===== config.mk =====
export PLATFORM = sky130hd
export DESIGN_NAME = stack_sequence_realizer
export DESIGN_NICKNAME = d
export VERILOG_FILES = /design/src/hdl/ssr_pkg.sv /design/src/hdl/ssr_ctrl.sv /design/src/hdl/ssr_dpath.sv /design/src/hdl/stack_sequence_realizer.sv
export SDC_FILE = /design/constraint.sdc
export NUM_CORES = 1
export LEC_CHECK = 0
export ABC_AREA = 1
export BUFFER_PORTS_ARGS = -buffer_cell sky130_fd_sc_hd__buf_2
export CORE_ASPECT_RATIO = 1.2
export CORE_MARGIN = 10
export CORE_UTILIZATION = 50
export CTS_BUF_LIST = sky130_fd_sc_hd__clkbuf_4 sky130_fd_sc_hd__clkbuf_8
export DETAILED_ROUTE_END_ITERATION = 10
export GPL_TIMING_DRIVEN = 0
export PLACE_DENSITY_LB_ADDON = 0.05
export SETUP_SLACK_MARGIN = 0.2
export SYNTH_ARGS = -nofsm -noshare
export SYNTH_HDL_FRONTEND = slang
export SYNTH_SLANG_ARGS = --single-unit

===== constraint.sdc =====
create_clock -name clk -period 7.4 [get_ports clk]
set_input_delay 0.74 -clock clk [delete_from_list [all_inputs] [get_ports clk]]
set_output_delay 0.74 -clock clk [all_outputs]
set_load 0.005 [all_outputs]

===== src/hdl/ssr_pkg.sv =====
package ssr_pkg;

    // stack capacity and derived widths
    localparam int MAX_LEN = 32;
    localparam int VAL_W   = 6;
    localparam int LEN_W   = 6;
    localparam int DEPTH_W = $clog2(MAX_LEN + 1);
    localparam int IDX_W   = (MAX_LEN > 1) ? $clog2(MAX_LEN) : 1;
    localparam int NUM_W   = $clog2(MAX_LEN + 2);
    localparam int CNT_W   = LEN_W;

    // result codes
    typedef enum logic [1:0] {
        OP_PUSH = 2'd0,
        OP_POP  = 2'd1,
        OP_FAIL = 2'd2
    } op_t;

    // controller states
    typedef enum logic {
        ST_IDLE,
        ST_RUN
    } state_t;

    // controller to datapath
    typedef struct packed {
        logic accept;
        logic step;
    } cmd_t;

    // datapath to controller
    typedef struct packed {
        logic failed;
        logic slot_free;
        logic stack_empty;
        op_t  step_op;
    } stat_t;

endpackage


===== src/hdl/ssr_ctrl.sv =====
module ssr_ctrl (
    input  logic           clk,
    input  logic           rst_n,
    input  logic           in_valid,
    output logic           in_ready,
    input  ssr_pkg::stat_t stat,
    output ssr_pkg::cmd_t  cmd
);
    import ssr_pkg::*;

    state_t state_reg;
    state_t state_next;

    // state register
    always_ff @(posedge clk or negedge rst_n)
    begin
        if (!rst_n)
        begin
            state_reg <= ST_IDLE;
        end
        else
        begin
            state_reg <= state_next;
        end
    end

    // next state
    always_comb
    begin
        state_next = state_reg;
        case (state_reg)
            ST_IDLE:
            begin
                if (in_valid && !stat.failed)
                begin
                    state_next = ST_RUN;
                end
            end
            ST_RUN:
            begin
                if (stat.slot_free && (stat.step_op inside {OP_POP, OP_FAIL}))
                begin
                    state_next = ST_IDLE;
                end
            end
            default:
            begin
                state_next = ST_IDLE;
            end
        endcase
    end

    // outputs
    always_comb
    begin
        in_ready   = 1'b0;
        cmd.accept = 1'b0;
        cmd.step   = 1'b0;
        case (state_reg)
            ST_IDLE:
            begin
                in_ready   = 1'b1;
                cmd.accept = in_valid;
            end
            ST_RUN:
            begin
                cmd.step = stat.slot_free;
            end
            default:
            begin
                in_ready = 1'b0;
            end
        endcase
    end

endmodule


===== src/hdl/ssr_dpath.sv =====
module ssr_dpath (
    input  logic                       clk,
    input  logic                       rst_n,
    input  logic                       cfg_valid,
    output logic                       cfg_ready,
    input  logic [ssr_pkg::LEN_W-1:0]  cfg_data,
    input  logic [ssr_pkg::VAL_W-1:0]  target_value,
    output logic                       out_valid,
    input  logic                       out_ready,
    output logic [1:0]                 stack_op,
    output logic [ssr_pkg::VAL_W-1:0]  op_value,
    output logic                       run_last,
    input  ssr_pkg::cmd_t              cmd,
    output ssr_pkg::stat_t             stat
);
    import ssr_pkg::*;

    // configuration and run state
    logic [LEN_W-1:0]   seq_len_reg;
    logic [DEPTH_W-1:0] depth_reg;
    logic [NUM_W-1:0]   number_reg;
    logic [CNT_W-1:0]   items_reg;
    logic               failed_reg;
    logic               last_reg;
    logic [VAL_W-1:0]   target_reg;
    logic [VAL_W-1:0]   top_reg;
    logic [VAL_W-1:0]   stack_store_reg [MAX_LEN];

    // output register
    logic               out_valid_reg;
    op_t                op_reg;
    logic [VAL_W-1:0]   value_reg;
    logic               last_out_reg;

    logic [LEN_W-1:0]   eff_len;
    logic               is_last;
    logic [VAL_W-1:0]   top_value;
    logic               has_top;
    op_t                step_op;
    logic [IDX_W-1:0]   rd_idx;
    logic [IDX_W-1:0]   wr_idx;

    assign cfg_ready = 1'b1;

    // effective length: zero acts as one, clipped to capacity
    always_comb
    begin
        eff_len = seq_len_reg;
        if (seq_len_reg == '0)
        begin
            eff_len = LEN_W'(1);
        end
        else if (seq_len_reg > LEN_W'(MAX_LEN))
        begin
            eff_len = LEN_W'(MAX_LEN);
        end
    end

    // last item of the run
    assign is_last = ({1'b0, items_reg} + (CNT_W + 1)'(1)) >= {1'b0, eff_len};

    // top of stack is held in a register, the entry below it is fetched on a pop
    assign has_top   = (depth_reg != '0);
    assign rd_idx    = IDX_W'(depth_reg - DEPTH_W'(2));
    assign wr_idx    = IDX_W'(depth_reg);
    assign top_value = top_reg;

    // decide the next stack operation
    always_comb
    begin
        if (has_top && (top_value == target_reg))
        begin
            step_op = OP_POP;
        end
        else if (has_top && (top_value > target_reg))
        begin
            step_op = OP_FAIL;
        end
        else if ((number_reg > NUM_W'(eff_len)) || (depth_reg >= DEPTH_W'(MAX_LEN)))
        begin
            step_op = OP_FAIL;
        end
        else
        begin
            step_op = OP_PUSH;
        end
    end

    assign stat.failed      = failed_reg;
    assign stat.slot_free   = !out_valid_reg || out_ready;
    assign stat.stack_empty = !has_top;
    assign stat.step_op     = step_op;

    // configuration register
    always_ff @(posedge clk or negedge rst_n)
    begin
        if (!rst_n)
        begin
            seq_len_reg <= LEN_W'(32);
        end
        else if (cfg_valid)
        begin
            seq_len_reg <= cfg_data;
        end
    end

    // run state
    always_ff @(posedge clk or negedge rst_n)
    begin
        if (!rst_n)
        begin
            depth_reg  <= '0;
            number_reg <= NUM_W'(1);
            items_reg  <= '0;
            failed_reg <= 1'b0;
            last_reg   <= 1'b0;
        end
        else if (cmd.accept)
        begin
            last_reg  <= is_last;
            items_reg <= is_last ? '0 : items_reg + CNT_W'(1);
            if (failed_reg && is_last)
            begin
                depth_reg  <= '0;
                number_reg <= NUM_W'(1);
                failed_reg <= 1'b0;
            end
        end
        else if (cmd.step)
        begin
            case (step_op)
                OP_PUSH:
                begin
                    depth_reg  <= depth_reg + DEPTH_W'(1);
                    number_reg <= number_reg + NUM_W'(1);
                end
                OP_POP:
                begin
                    if (last_reg)
                    begin
                        depth_reg  <= '0;
                        number_reg <= NUM_W'(1);
                    end
                    else
                    begin
                        depth_reg <= depth_reg - DEPTH_W'(1);
                    end
                end
                default:
                begin
                    if (last_reg)
                    begin
                        depth_reg  <= '0;
                        number_reg <= NUM_W'(1);
                    end
                    else
                    begin
                        failed_reg <= 1'b1;
                    end
                end
            endcase
        end
    end

    // target latch, stack storage and top of stack
    always_ff @(posedge clk)
    begin
        if (cmd.accept)
        begin
            target_reg <= target_value;
        end
        if (cmd.step && (step_op == OP_PUSH))
        begin
            stack_store_reg[wr_idx] <= VAL_W'(number_reg);
            top_reg                 <= VAL_W'(number_reg);
        end
        else if (cmd.step && (step_op == OP_POP) && (depth_reg > DEPTH_W'(1)))
        begin
            top_reg <= stack_store_reg[rd_idx];
        end
    end

    // result register
    always_ff @(posedge clk or negedge rst_n)
    begin
        if (!rst_n)
        begin
            out_valid_reg <= 1'b0;
        end
        else if (cmd.step)
        begin
            out_valid_reg <= 1'b1;
        end
        else if (out_ready)
        begin
            out_valid_reg <= 1'b0;
        end
    end

    always_ff @(posedge clk)
    begin
        if (cmd.step)
        begin
            op_reg <= step_op;
            case (step_op)
                OP_PUSH:
                begin
                    value_reg    <= VAL_W'(number_reg);
                    last_out_reg <= 1'b0;
                end
                OP_POP:
                begin
                    value_reg    <= top_value;
                    last_out_reg <= last_reg;
                end
                default:
                begin
                    value_reg    <= '0;
                    last_out_reg <= last_reg;
                end
            endcase
        end
    end

    assign out_valid = out_valid_reg;
    assign stack_op  = op_reg;
    assign op_value  = value_reg;
    assign run_last  = last_out_reg;

endmodule


===== src/hdl/stack_sequence_realizer.sv =====
// first result: an accepted request starts a run, whose steps are registered
// throughput: one stack operation per cycle while the result slot is free;
// an item is its pushes and one pop or fail step, then idle takes the next
// items after a failure are accepted in idle and give no result
// reset: asynchronous active low; empty stack, next number 1, length 32
module stack_sequence_realizer (
    input  logic                       clk,
    input  logic                       rst_n,
    input  logic                       cfg_valid,
    output logic                       cfg_ready,
    input  logic [ssr_pkg::LEN_W-1:0]  cfg_data,
    input  logic                       in_valid,
    output logic                       in_ready,
    input  logic [ssr_pkg::VAL_W-1:0]  target_value,
    output logic                       out_valid,
    input  logic                       out_ready,
    output logic [1:0]                 stack_op,
    output logic [ssr_pkg::VAL_W-1:0]  op_value,
    output logic                       run_last
);
    import ssr_pkg::*;

    cmd_t  cmd;
    stat_t stat;

    // sequencer
    ssr_ctrl u_ctrl (
        .clk      (clk),
        .rst_n    (rst_n),
        .in_valid (in_valid),
        .in_ready (in_ready),
        .stat     (stat),
        .cmd      (cmd)
    );

    // stack, counters and result register
    ssr_dpath u_dpath (
        .clk          (clk),
        .rst_n        (rst_n),
        .cfg_valid    (cfg_valid),
        .cfg_ready    (cfg_ready),
        .cfg_data     (cfg_data),
        .target_value (target_value),
        .out_valid    (out_valid),
        .out_ready    (out_ready),
        .stack_op     (stack_op),
        .op_value     (op_value),
        .run_last     (run_last),
        .cmd          (cmd),
        .stat         (stat)
    );

`ifndef SYNTHESIS
    // a live request always moves the sequencer out of idle
    a_accept_runs: assert property (@(posedge clk) disable iff (!rst_n)
        (cmd.accept && !stat.failed) |=> !in_ready)
        else $error("live request did not start a run");

    // a pop never happens on an empty stack
    a_pop_nonempty: assert property (@(posedge clk) disable iff (!rst_n)
        (cmd.step && (stat.step_op == OP_POP)) |-> !stat.stack_empty)
        else $error("pop issued on empty stack");

    // a step only fires when the result register can take it
    a_step_slot: assert property (@(posedge clk) disable iff (!rst_n)
        (out_valid && !out_ready) |-> !cmd.step)
        else $error("step overwrote a pending result");
`endif

endmodule

Yosys cells after proc, flatten, opt, wreduce, memory -nomap -nowiden
Memories as Yosys holds them, arrays and structs flattened.
Index checks and enable logic that the tools add are counted.
Word-level totals
  flip-flop bits (word level): 49
  input bits: 17
  bits in writable memories: 192
  word-level logic and storage cells: 93
  memories kept: 1
Memories
  u_dpath.stack_store_reg: depth 32, width 6, read ports 1, clocked after memory_dff 0, write ports 1, line ssr_dpath.sv:27  | logic [VAL_W-1:0] stack_store_reg [MAX_LEN];
Cells by class
  bitwise gates (word level): 1
  $lt $le $gt $ge: 6
  muxes and demuxes: 35
  $add $sub $neg: 6
  reductions and logical operators: 25
  eq/ne operators: 6
Operator list (number)
  6-bit two-way mux: 15
  6-bit one-hot mux with 2 select lines: 2
  6-bit by 1-bit adder with 6-bit output (second input constant): 3
  1-bit two-way mux: 14
  6-bit > comparator: 2
  1-bit logical AND: 8
  2-bit nonzero test: 4
  6-bit by 1-bit adder with 7-bit output (second input constant): 1
  7-bit by 6-bit greater-or-equal comparator with 1-bit output: 1
  6-bit equality test: 1
  6-bit greater-or-equal comparator (second input constant): 1
  6-bit by 1-bit > comparator with 1-bit output (second input constant): 1
  6-bit > comparator (second input constant): 1
  6-bit zero test: 1
  2-bit two-way mux: 3
  3-bit AND reduction: 2
  6-bit nonzero test: 1
  6-bit by 1-bit subtractor with 6-bit output (second input constant): 1
  5-bit by 2-bit subtractor with 5-bit output (second input constant): 1
  2-bit by 1-bit inequality test with 1-bit output (second input constant): 2
  4-bit AND reduction: 1
  4-bit nonzero test: 1
  3-bit nonzero test: 1
  2-bit by 1-bit equality test with 1-bit output (second input constant): 1
  8 further kinds: 10

Depth between registers and ports, before layout
Gate-level depths: netlist of the first run.
  word-level depth: 13
  mapped depth: 17
  depth with buffers taken out: 17

Hierarchy
From an unflattened synthesis of the first run, not the netlist that was laid out.
Second synthesis, totals
  cells, all modules: 1007
  area total of the unflattened synthesis: 10862.9 um^2
Modules (own cells, without submodules)
  ssr_dpath: instances 1, seq. area each 7074.3 um^2, area an instance 10781.6 um^2, cells each 992
  ssr_ctrl: instances 1, seq. area each 25.0 um^2, area an instance 81.3 um^2, cells each 15

Least setup slack after synthesis of the first run
OpenSTA, ideal clock, no wires.
  path kind: register to register
  start point: register u_dpath.depth_reg[0]
  end point: memory u_dpath.stack_store_reg[17][0] (enable)
  data arrival time: 2.326 ns
  period minus slack after synthesis: 2.676 ns
  setup slack: 4.724 ns
  data required time: 7.050 ns
  buffers on the path: 3
  setup time: 0.350 ns
  stages on the path, launching flop included: 14
  cell sequence: dfrtp_1 > buf_4 > inv_2 > buf_2 > buf_2 > ha_1 > nand3_2 > nand2_1 > inv_1 > nand2_2 > nand4_4 > clkinv_4 > nand2_4 > nor2_1
On the way
  word-level cells in the longest chain between the ends: 9
  elaborated cells between the ends (all ways): 12
RTL lines
  from (decl): line ssr_dpath.sv:20  | logic [DEPTH_W-1:0] depth_reg;
  from (signal assigned): line ssr_dpath.sv:134  | depth_reg <= depth_reg + DEPTH_W'(1);
  from (signal assigned): line ssr_dpath.sv:146  | depth_reg <= depth_reg - DEPTH_W'(1);
  6-bit greater-or-equal comparator: line ssr_dpath.sv:79  | else if ((number_reg > NUM_W'(eff_len)) || (depth_reg >= DEPTH_W'(MAX_LEN)))
  1-bit logical OR: line ssr_dpath.sv:79
  2-bit two-way mux: line ssr_dpath.sv:79
  2-bit two-way mux: line ssr_dpath.sv:75  | else if (has_top && (top_value > target_reg))
  2-bit two-way mux: line ssr_dpath.sv:71  | if (has_top && (top_value == target_reg))
  2-bit zero test: line ssr_dpath.sv:172  | if (cmd.step && (step_op == OP_PUSH))
  1-bit logical AND: line ssr_dpath.sv:172
  1-bit two-way mux: line ssr_dpath.sv:172
  1-bit two-way mux (implied by the code): line ssr_dpath.sv:174  | stack_store_reg[wr_idx] <= VAL_W'(number_reg);
  to (decl): line ssr_dpath.sv:27
Several ways; a longest one is shown, not always the timed one.

Worst setup path in the final report of the first run
  start point: register u_dpath.number_reg[0]
  end point: memory u_dpath.stack_store_reg[9][2] (enable)
On the way
  word-level cells in the longest chain between the ends: 9
RTL lines
  from (decl): line ssr_dpath.sv:21  | logic [NUM_W-1:0] number_reg;
  from (signal assigned): line ssr_dpath.sv:135  | number_reg <= number_reg + NUM_W'(1);
  6-bit > comparator: line ssr_dpath.sv:79
  1-bit logical OR: line ssr_dpath.sv:79
  2-bit two-way mux: line ssr_dpath.sv:79
  2-bit two-way mux: line ssr_dpath.sv:75
  2-bit two-way mux: line ssr_dpath.sv:71
  2-bit zero test: line ssr_dpath.sv:172
  1-bit logical AND: line ssr_dpath.sv:172
  1-bit two-way mux: line ssr_dpath.sv:172
  1-bit two-way mux (implied by the code): line ssr_dpath.sv:174
No other way between the ends.

==> metrics.yaml, run 1 <==
num_vias: 7538
startpoint: "u_dpath.number_reg[0]$_DFFE_PN1P_"
antenna_cells: 0
pwr-share-clk: 0.231
synth_area_leaders: "edfxtp_1, nor2_1, nand2_1, dfrtp_1, o21ai_0"
final.setup.worst_slack_ns: 3.80
peakVddDrop_uv: 229
dieArea_um2: 28200
ant_nets: 0
p_int_mw: 2.87
synth_edf_count: 213
drc_errors: 0
post_cts_buffers: 0
dp_slack_ns: 3.49
r2r_end: "u_dpath.stack_store_reg[9][2]$_DFFE_PP_"
clk_path_buf_depth: 3
skew_ns: 0.0186
setup_violations: 0
grt_pass1_vias: 7642
synthTopCellsByCount: "nor2_1, edfxtp_1, nand2_1"
globalRoute.totalOverflow: 0
worstSetupPathType: "register to register"
area_delta_synth_final_pct: 11.1
switchingPower_mw: 1.93
status: "completed"
initial_utilization: 0.505
cp.required_ns: 7.56
port_buffers: 26
grt_antenna_before_repair: 0
synth_area_leader_cell: "edfxtp_1"
cts-hold-fix-buffers: 0
drive_gt1_frac: 0.120
clk-insertion-delay-late_ns: 0.53
routed_wl_um: 27500
fin_nets: 1148
slew_violations: 0
period_share: 0.486
core_area_um2: 21600
cts.sinks: 241
place_congestion: 0.920
hold_violations: 0
grt_pass1_wl_um: 42900
crit_path_cell_trace: "inv_1, ha_1, nand3_1, a21oi_1, nand4_4, clkinv_4, nand2_4, nor2_1"
critPathSlowestCell: "dfstp_2"
slew_headroom: 0.436
cts_resized: 0
drv_cap: 0
setup_tns_ns: 0
cts_inserted_buffers: 38
cp_data_arrival_time_ns: 3.76
cts_tree: "built"
crit_buf_inv: 2
combPwrFrac: 0.371
die_height_um: 182
rows: 59
clock.fmax_mhz: 278
rsz0062_at_grt: "false"
grt_max_degree: 40
yosysSeqAreaShare: 0.649
ys_dominant_reg_cell: "edfxtp_1"
cp-end-kind: "register"
synth-seq-cells: 241
swShare: 0.402
syn_inst: 1038
synth_top_area_frac: 0.585
die_x_um: 155
tightest_slew_ns: 0.845
post-synth-top-count-cell: "nor2_1"
hpwl_um: 18600
ys_types: 38
syn_area_per_cell_um2: 10.5
cts.clk_slew.worst_paths_ns: 0.07
routedWlPerCell_um: 19.6
synth_nets: 1082
hold_ws_ns: 0.238
crit_fanout: 35
r2r_cells: 8
async_flop_share: 0.116
largest_register_ffs: 192
hold_class: "input port to async pin"
grtUsageTotal: 0.195
crit_path_start_kind: "register"
via_per_inst: 5.38
seqPwrFrac: 0.398
path_delay_family: "flip-flops"
path_depth: 8
htreeDepth: 2
power_density_nw_per_um2: 396
min_period_ns: 3.60
netlist_area_um2: 10900
rrSetupSlack_ns: 3.80
synth.yosys.warnings: 0
rr_startpoint: "u_dpath.number_reg[0]$_DFFE_PN1P_"
dr.pass1.iters: 5
nFillCells: 1907
p_leak_nw: 4.80
cp-endpoint: "u_dpath.stack_store_reg[9][2]$_DFFE_PP_"
cts-root-buf: "clkbuf_8"
ioPinCount: 29
drt_iter0_drc: 556
slowest_delay_ns: 1.06
[area by class of cell]
class	instances	area (um2)	area share
Tap cell	274	343	0.0282
Clock inverter	10	68.8	0.00567
Multi-Input combinational cell	692	3380	0.279
Inverter	59	226	0.0187
Buffer	46	224	0.0184
Clock buffer	53	661	0.0544
Sequential cell	241	7110	0.585
Timing Repair Buffer	26	130	0.0107
[kinds of logic after synthesis]
| kind of cell | Yosys count | synth area share |
|---|---|---|
| DFF | 241 | 0.649 |
| AOI/OAI and AO/OA | 146 | 0.0722 |
| buffers and inverters | 105 | 0.0412 |
| xor gates and xnor gates | 11 | 0.00881 |
| and+or+nand+nor | 504 | 0.194 |
| other | 1 | 0.000343 |
| adders and majority gates | 27 | 0.0309 |
| muxes | 3 | 0.00309 |
[worst min path at each step]
stage | start | endpoint | depth (start not counted)
detailed placement | u_dpath.out_valid$_DFFE_PN0P_ | u_dpath.out_valid$_DFFE_PN0P_ | 2
finish | rst_n | u_dpath.failed_reg$_DFFE_PN0P_ | 1
global route | rst_n | u_dpath.failed_reg$_DFFE_PN0P_ | 1
global placement | u_dpath.out_valid$_DFFE_PN0P_ | u_dpath.out_valid$_DFFE_PN0P_ | 2
CTS | rst_n | u_dpath.failed_reg$_DFFE_PN0P_ | 1
floorplan | rst_n | u_ctrl.state_reg$_DFF_PN0_ | 0
[layer usage]
layer	global-route usage	routed length, um	vias up	part of all wire
met2	0.328	13500	216	0.49
met1	0.243	11500	3582	0.42
met4	0.0753	918	0	0.033
met5	0	0	-	0
met3	0.0374	1510	61	0.055
li1	-	-	3679	-
[power groups by stage]
stage          combinational, mW  clock, mW  sequential, mW
2_1_floorplan               1.21          0            1.85
3_3_place_gp                1.77          0            1.94
3_5_place_dp                1.78          0            1.94
4_1_cts                     1.79       1.13            1.92
5_1_grt                     2.01       1.18            1.94
6_report                    1.78       1.11            1.91
[worst register-to-register path, cell delays in order, from the launching register on]
cell      delay (ns)
dfstp_2         1.06
inv_1           0.28
ha_1            0.36
nand3_1         0.13
a21oi_1         0.28
nand4_4         0.21
clkinv_4        0.21
nand2_4         0.16
nor2_1          0.54
[placed cells by master, fill, tap and decap left out, drive strengths merged]
master,Yosys,routed
a21oi,9,9
a22o,6,6
buf,26,52
bufinv,0,1
clkbuf,20,73
clkinv,2,11
conb,1,1
dfrtp,26,26
dfstp,2,2
edfxtp,213,213
ha,27,27
inv,57,57
mux2,3,3
nand2,187,187
nand3,71,71
nand3b,1,1
nand4,5,5
nor2,238,238
nor3,2,2
o211ai,12,12
o21a,1,1
o21ai,115,115
o22ai,3,3
xnor2,1,1
xor2,10,10
[stage by stage]
stage,utilization,power (mW),cells,instance area [um2]
after floorplan,-,3.06,1038,10900
after global placement,0.527,3.70,1338,11400
after detailed placement,0.527,3.72,1338,11400
after CTS,0.561,4.83,1401,12100
after global routing,0.561,5.13,1401,12100
final,0.561,4.81,1401,12100
No activity file was read; power rests on OpenSTA's default activity.
==> inputs of run 2 (changes only) <==
--- a/config.mk
+++ b/config.mk
@@ -5,7 +5,7 @@
 export SDC_FILE = /design/constraint.sdc
 export NUM_CORES = 1
 export LEC_CHECK = 0
-export ABC_AREA = 1
+export ABC_AREA = 0
 export BUFFER_PORTS_ARGS = -buffer_cell sky130_fd_sc_hd__buf_2
 export CORE_ASPECT_RATIO = 1.2
 export CORE_MARGIN = 10
==> constraint.sdc (replaced) <==
create_clock -name clk -period 2.9 [get_ports clk]
set_input_delay 0.29 -clock clk [delete_from_list [all_inputs] [get_ports clk]]
set_output_delay 0.29 -clock clk [all_outputs]
set_load 0.005 [all_outputs]
==> metrics.yaml, run 2 <==
status: "completed"
cp_data_arrival_time_ns: 2.96  # -0.80 ns
setup_violations: 0  # unchanged
finalPower_mw: 12.9  # +170%
slew_violations: 0  # unchanged
critPathSlowestCell: "dfrtp_1"
drt_iter0_drc: 479  # -14%
via_per_inst: 5.96  # +11%
hpwl_um: 15700  # -15%
grtUsageTotal: 0.187  # -0.00799
drc_errors: 0  # unchanged
async_flop_share: 0.116  # unchanged
slowest_delay_ns: 0.42  # -0.64 ns
drv_cap: 0  # unchanged
area_delta_synth_final_pct: 20.5
routedWlPerCell_um: 23.9  # +22%
fin_nets: 771  # -33%
rows: 57  # -3.4%
grt_pass1_vias: 6454  # -16%
clk-insertion-delay-late_ns: 0.53  # about the same
hold_class: "input port to register"
htreeDepth: 2  # unchanged
grt_antenna_before_repair: 0  # unchanged
cts_inserted_buffers: 39  # +2.6%
grt_pass1_wl_um: 37800  # -12%
drive_gt1_frac: 0.356  # +0.236
port_buffers: 26  # unchanged
hold_violations: 0  # unchanged
yosysSeqAreaShare: 0.682  # +0.0330
cts_tree: "built"
layout_commonest_cell: "edfxtp_1"
hold_ws_ns: 0.0498  # -0.188 ns
post-synth-top-count-cell: "edfxtp_1"
globalRoute.totalOverflow: 0  # unchanged
period_share: 0.940  # +0.454
crit_path_start_kind: "register"
num_vias: 6082  # -19%
cts.clk_slew.worst_paths_ns: 0.06  # about the same
p_leak_nw: 4.29  # -11%
synth_top_area_frac: 0.615  # +0.0297
grt_max_degree: 36  # -10%
ys_dominant_reg_cell: "edfxtp_1"
dieArea_um2: 27000  # -4.3%
skew_ns: 0.0180  # -0.000602 ns
synth_nets: 674  # -38%
final_cell_area_um2: 12500  # +3.3%
syn_area_per_cell_um2: 16.5  # +57%
routed_wl_um: 24400  # -11%
die_x_um: 152  # -2.1%
synth-seq-cells: 241  # unchanged
slew_headroom: 0.464  # +0.0280
core_area_um2: 20400  # -5.7%
cts.sinks: 241  # unchanged
largest_register_ffs: 192  # unchanged
crit_path_cell_trace: "clkbuf_4, clkbuf_8, inv_2, ha_4, nand2b_2, nor2_1, nand2_2, a211oi_4, buf_12, nand2_4, nor3_4, buf_12"
ys_types: 56  # +47%
cp-end-kind: "register"
min_period_ns: 2.73  # -0.872 ns
netlist_area_um2: 10400  # -4.8%
initial_utilization: 0.510  # +0.00465
cp_common_cell: "buf_12"
crit_fanout: 10  # -71%
placed_area_um2: 10900  # -4.3%
peakVddDrop_uv: 698  # +200%
dr.pass1.iters: 5  # unchanged
power_density_nw_per_um2: 1030  # +160%
clk_path_buf_depth: 3  # unchanged
synth_area_leader_cell: "edfxtp_1"
ant_nets: 0  # unchanged
syn_inst: 630  # -39%
synth_area_leaders: "edfxtp_1, mux4_2, dfrtp_1, ha_1, mux2i_1"
synth_edf_count: 213  # unchanged
antenna_cells: 0  # unchanged
cts-root-buf: "clkbuf_8"
synth.yosys.warnings: 0  # unchanged
ioPinCount: 29  # unchanged
die_height_um: 178  # -2.2%
worstSetupPathType: "register to register"
tightest_slew_ns: 0.803  # -0.0419 ns
cp.required_ns: 3.13  # -4.43 ns
layout_common_cells: "edfxtp_1, mux4_2, clkbuf_8"
rsz0062_at_grt: "true"
clock.fmax_mhz: 367  # +32%
synthTopCellsByCount: "edfxtp_1, mux4_2, nor2_1"
place_congestion: 0.862  # -6.3%
run 2: cell count changes in the layout (fill, tap and decap cells not counted), sizes merged, moves of 13 or more:
cell         change
mux2i           +24
mux4            +48
nand3           -58
dlygate4sd3     +13
o21ai           -98
nand2          -154
inv             -35
nor2           -201
run 2: routing by layer:
layer	global-route usage	up-vias	routed length [um]
li1	-	2702	-
met1	0.224	3120	9470
met2	0.321	196	12800
met3	0.0345	64	1210
met4	0.0843	0	1010
met5	0	-	0
run 2: final timing paths:
check                      slack [ns]                                  endpoint  cells past startpoint                          startpoint
min in group asynchronous        0.33          u_dpath.depth_reg[3]$_DFFE_PN0P_                      2                               rst_n
setup / recovery                 0.17  u_dpath.stack_store_reg[26][1]$_DFFE_PP_                     12    u_dpath.depth_reg[1]$_DFFE_PN0P_
setup reg to reg                 0.17  u_dpath.stack_store_reg[26][1]$_DFFE_PP_                     12    u_dpath.depth_reg[1]$_DFFE_PN0P_
hold / removal                   0.05             u_dpath.out_valid$_DFFE_PN0P_                      3                           out_ready
max in group asynchronous        2.06         u_dpath.number_reg[5]$_DFFE_PN0P_                      2                               rst_n
hold reg to reg                  0.52        u_dpath.seq_len_reg[0]$_DFFE_PN0P_                      1  u_dpath.seq_len_reg[0]$_DFFE_PN0P_
run 2: power breakdown:
group | switching (mW) | internal (mW)
sequential | 0.415 | 4.56
combinational | 3.04 | 2.11
clock | 1.27 | 1.49
total | 4.72 | 8.15
run 2: cells by family (layout without fill, tap and decap cells):
kind of cell             count (synthesis)  after routing  share of synthesized area
AO/OA/AOI/OAI                           96             96                     0.0652
XOR/XNOR                                 6              6                    0.00505
adder cells (fa/ha/maj)                 27             27                     0.0325
buffers and inverters                   50            176                     0.0201
flip-flops                             241            241                      0.682
multiplexers                            79             79                      0.135
other                                    1              1                   0.000360
AND/OR/NAND/NOR                        130            130                     0.0599
run 2: per-stage QoR:
stage	TNS, ns	utilization	worst slack (ns)	instances
floorplan	0	-	0.146	630
global placement	-176.30	0.535	-1.03	921
detailed placement	-198.63	0.535	-1.19	921
CTS	0	0.611	0.190	1019
global route	0	0.615	0.0638	1021
finish	0	0.615	0.175	1021
run 2: area by class of cell:
cell class / count / area, um2
multi-input cells: 339 / 3580
plain buffers: 26 / 201
fillers: 1575 / 7860
repair buffers: 56 / 473
well taps: 265 / 332
inverters: 24 / 93.8
clock buffers: 57 / 672
clock inverters: 13 / 65.1
flip-flops and latches: 241 / 7120
run 2: what timing repair did:
item,in CTS,in global routing
gates resized for setup,125,15
pin swaps,11,1
buffers inserted,15,2
cloned,0,0
hold buffers,13,0
endpoints found under the setup margin,227,224
hold endpoints to repair,38,0
run 2: worst max-delay path: cells and delay by family, from the launching register on:
family	cells	cell delay [ns]
compound gates	1	0.31
fa+ha+maj	1	0.15
buf+inv	5	0.83
flops	1	0.42
simple gates	5	0.71
==> inputs of run 3 (changes only) <==
--- a/config.mk
+++ b/config.mk
@@ -17,4 +17,5 @@
 export SETUP_SLACK_MARGIN = 0.2
 export SYNTH_ARGS = -nofsm -noshare
 export SYNTH_HDL_FRONTEND = slang
+export SYNTH_HIERARCHICAL = 1
 export SYNTH_SLANG_ARGS = --single-unit
==> metrics.yaml, run 3 <==
status: "finished, violations left"
violations: "negative setup slack"
routed_wl_um: 25000  # +2.3%
cp-end-kind: "register"
cts-root-buf: "clkbuf_8"
min_path_cells: 3  # unchanged
rr_startpoint: "u_dpath/depth_reg[1]$_DFFE_PN0P_"
rrSetupSlack_ns: -0.23  # -0.41 ns
dieArea_um2: 27200  # +0.86%
worstSetupPathType: "register to register"
hold_ws_ns: 0.0588  # +0.00899 ns
hold_violations: 0  # unchanged
rows: 58  # +1.8%
peakVddDrop_uv: 816  # +17%
power_density_nw_per_um2: 1020  # -0.91%
cts.sinks: 241  # unchanged
postLayoutCoreUtil: 0.632  # +0.0171
place_congestion: 0.842  # -2.4%
clk-insertion-delay-late_ns: 0.53  # about the same
ioPinCount: 29  # unchanged
crit_buf_inv: 7  # +2
layout_commonest_cell: "edfxtp_1"
p_leak_nw: 4.51  # +5.1%
period_share: 1.08  # +0.140
final.setup.worst_slack_ns: -0.233  # -0.407 ns
drt_iter0_drc: 442  # -7.7%
setup_violations: 203  # +203
largest_register_ffs: 192  # unchanged
cp_common_cell: "buf_12"
r2r_end: "u_dpath/stack_store_reg[2][5]$_DFFE_PP_"
dr.pass1.iters: 5  # unchanged
grt_antenna_before_repair: 1  # +1
htreeDepth: 2  # unchanged
syn_inst: 637  # +1.1%
clk_path_buf_depth: 3  # unchanged
area_delta_synth_final_pct: 25.2
layout_common_cells: "edfxtp_1, mux4_2, clkbuf_8"
slew_violations: 0  # unchanged
nFillCells: 1490  # -5.4%
via_per_inst: 5.87  # -1.5%
dp_slack_ns: -1.40  # -0.215 ns
cp_data_arrival_time_ns: 3.34  # +0.38 ns
skew_ns: 0.0137  # -0.00433 ns
drive_gt1_frac: 0.384  # +0.0278
routedWlPerCell_um: 23.2  # -3.3%
grtUsageTotal: 0.176  # -0.0113
netlist_area_um2: 10500  # +0.99%
grt_max_degree: 41  # +14%
initial_utilization: 0.504  # -0.00561
drv_cap: 0  # unchanged
crit_fanout: 6  # -4
ant_nets: 0  # unchanged
drc_errors: 0  # unchanged
path_delay_family: "simple AND/OR/NAND/NOR gates"
die_x_um: 152  # +0.43%
port_buffers: 26  # unchanged
clock.fmax_mhz: 319  # -13%
globalRoute.totalOverflow: 0  # unchanged
synth.yosys.warnings: 6  # +6
cts_inserted_buffers: 39  # unchanged
synth_nets: 681  # +1.0%
rsz0062_at_grt: "true"
crit_path_start_kind: "register"
min_to: "u_dpath/out_valid$_DFFE_PN0P_"
r2r_cells: 14  # +2
critPathSlowestCell: "or3b_4"
core_area_um2: 20800  # +2.1%
num_vias: 6339  # +4.2%
cp.required_ns: 3.11  # -0.02 ns
slowest_delay_ns: 0.40  # -0.02 ns
grt_pass1_wl_um: 37400  # -1.0%
grt_pass1_vias: 6625  # +2.6%
hpwl_um: 14900  # -5.5%
holdCritStartpoint: "out_ready"
cts_tree: "built"
fin_nets: 825  # +7.0%
min_period_ns: 3.13  # +0.407 ns
cts.clk_slew.worst_paths_ns: 0.06  # about the same
slew_headroom: 0.457  # -0.00751
tightest_slew_ns: 0.815  # +0.0113 ns
die_height_um: 179  # +0.44%
startpoint: "u_dpath/depth_reg[1]$_DFFE_PN0P_"
syn_area_per_cell_um2: 16.5  # -0.12%
hold_class: "input port to register"
crit_path_cell_trace: "clkbuf_8, clkbuf_16, buf_12, clkinv_8, ha_4, or3b_4, or2_1, o311a_4, nor3_4, buf_12, nand3_4, buf_12, buf_6, nor2_4"
## run 3: cell count changes in the layout (fill, tap and decap cells not counted), moves of 6 or more
cell,before,now
o22ai_1,12,3
nor2_4,21,30
and3_4,8,0
clkbuf_4,20,6
clkinv_2,4,11
nor3_4,7,1
buf_4,12,33
buf_6,5,26
a21oi_1,17,9
## run 3: layer usage
metal	part of all wire	routed length, um	vias up	GRT usage
li1	-	-	2828	-
met1	0.39	9860	3214	0.208
met2	0.52	12900	232	0.319
met3	0.053	1330	65	0.0271
met4	0.037	925	0	0.0643
met5	0	0	-	0
## run 3: how the worst max path moves through the flow
stage	end	cells past startpoint	slack, ns
global route	u_dpath/stack_store_reg[2][5]$_DFFE_PP_	14	-0.29
finish	u_dpath/stack_store_reg[2][5]$_DFFE_PP_	14	-0.23
floorplan	u_dpath/stack_store_reg[17][0]$_DFFE_PP_	12	-0.49
detailed placement	u_dpath/stack_store_reg[0][2]$_DFFE_PP_	7	-1.40
global placement	u_dpath/stack_store_reg[1][2]$_DFFE_PP_	7	-1.29
CTS	u_dpath/stack_store_reg[3][5]$_DFFE_PP_	14	-0.26
## run 3: repair_timing
item	CTS	global route
pin swaps	36	23
endpoints found under the setup margin	226	225
buffers inserted	44	20
hold buffers	13	0
hold endpoints to repair	38	0
resized for setup	104	49
## run 3: metrics by stage
stage | setup TNS (ns) | instance area (um2) | power [mW] | instances
final | -28.24 | 13200 | 13.4 | 1080
after CTS | -40.76 | 12800 | 12.8 | 1058
after global placement | -255.44 | 11200 | 9.27 | 933
after floorplan | -84.21 | 10700 | 7.97 | 637
after detailed placement | -278.43 | 11200 | 9.37 | 933
after global routing | -43.75 | 13200 | 14.1 | 1080
## run 3: report_power, final
part | internal (mW) | switching (mW) | total (mW)
sequential | 4.61 | 0.459 | 5.07
combinational | 2.62 | 3.07 | 5.68
clock | 1.35 | 1.29 | 2.64
total | 8.57 | 4.82 | 13.4
## run 3: worst reg2reg max path: cells and delay by family, from the launching register on
family / cells / cell delay (ns)
adder cells (fa/ha/maj): 1 / 0.12
flip-flops: 1 / 0.39
AO/OA/AOI/OAI: 1 / 0.17
buffers and inverters: 7 / 0.92
AND/OR/NAND/NOR: 5 / 1.22
## run 3: final cells by class
type | count | area, um2 | area share
clock inverter | 23 | 119 | 0.00903
timing repair buffer | 103 | 943 | 0.0717
multi-input combinational | 343 | 3690 | 0.280
antenna | 2 | 5.00 | 0.000380
tap | 270 | 338 | 0.0257
inverter | 23 | 101 | 0.00770
buffer | 30 | 256 | 0.0195
sequential | 241 | 7120 | 0.541
clock buffer | 45 | 582 | 0.0442
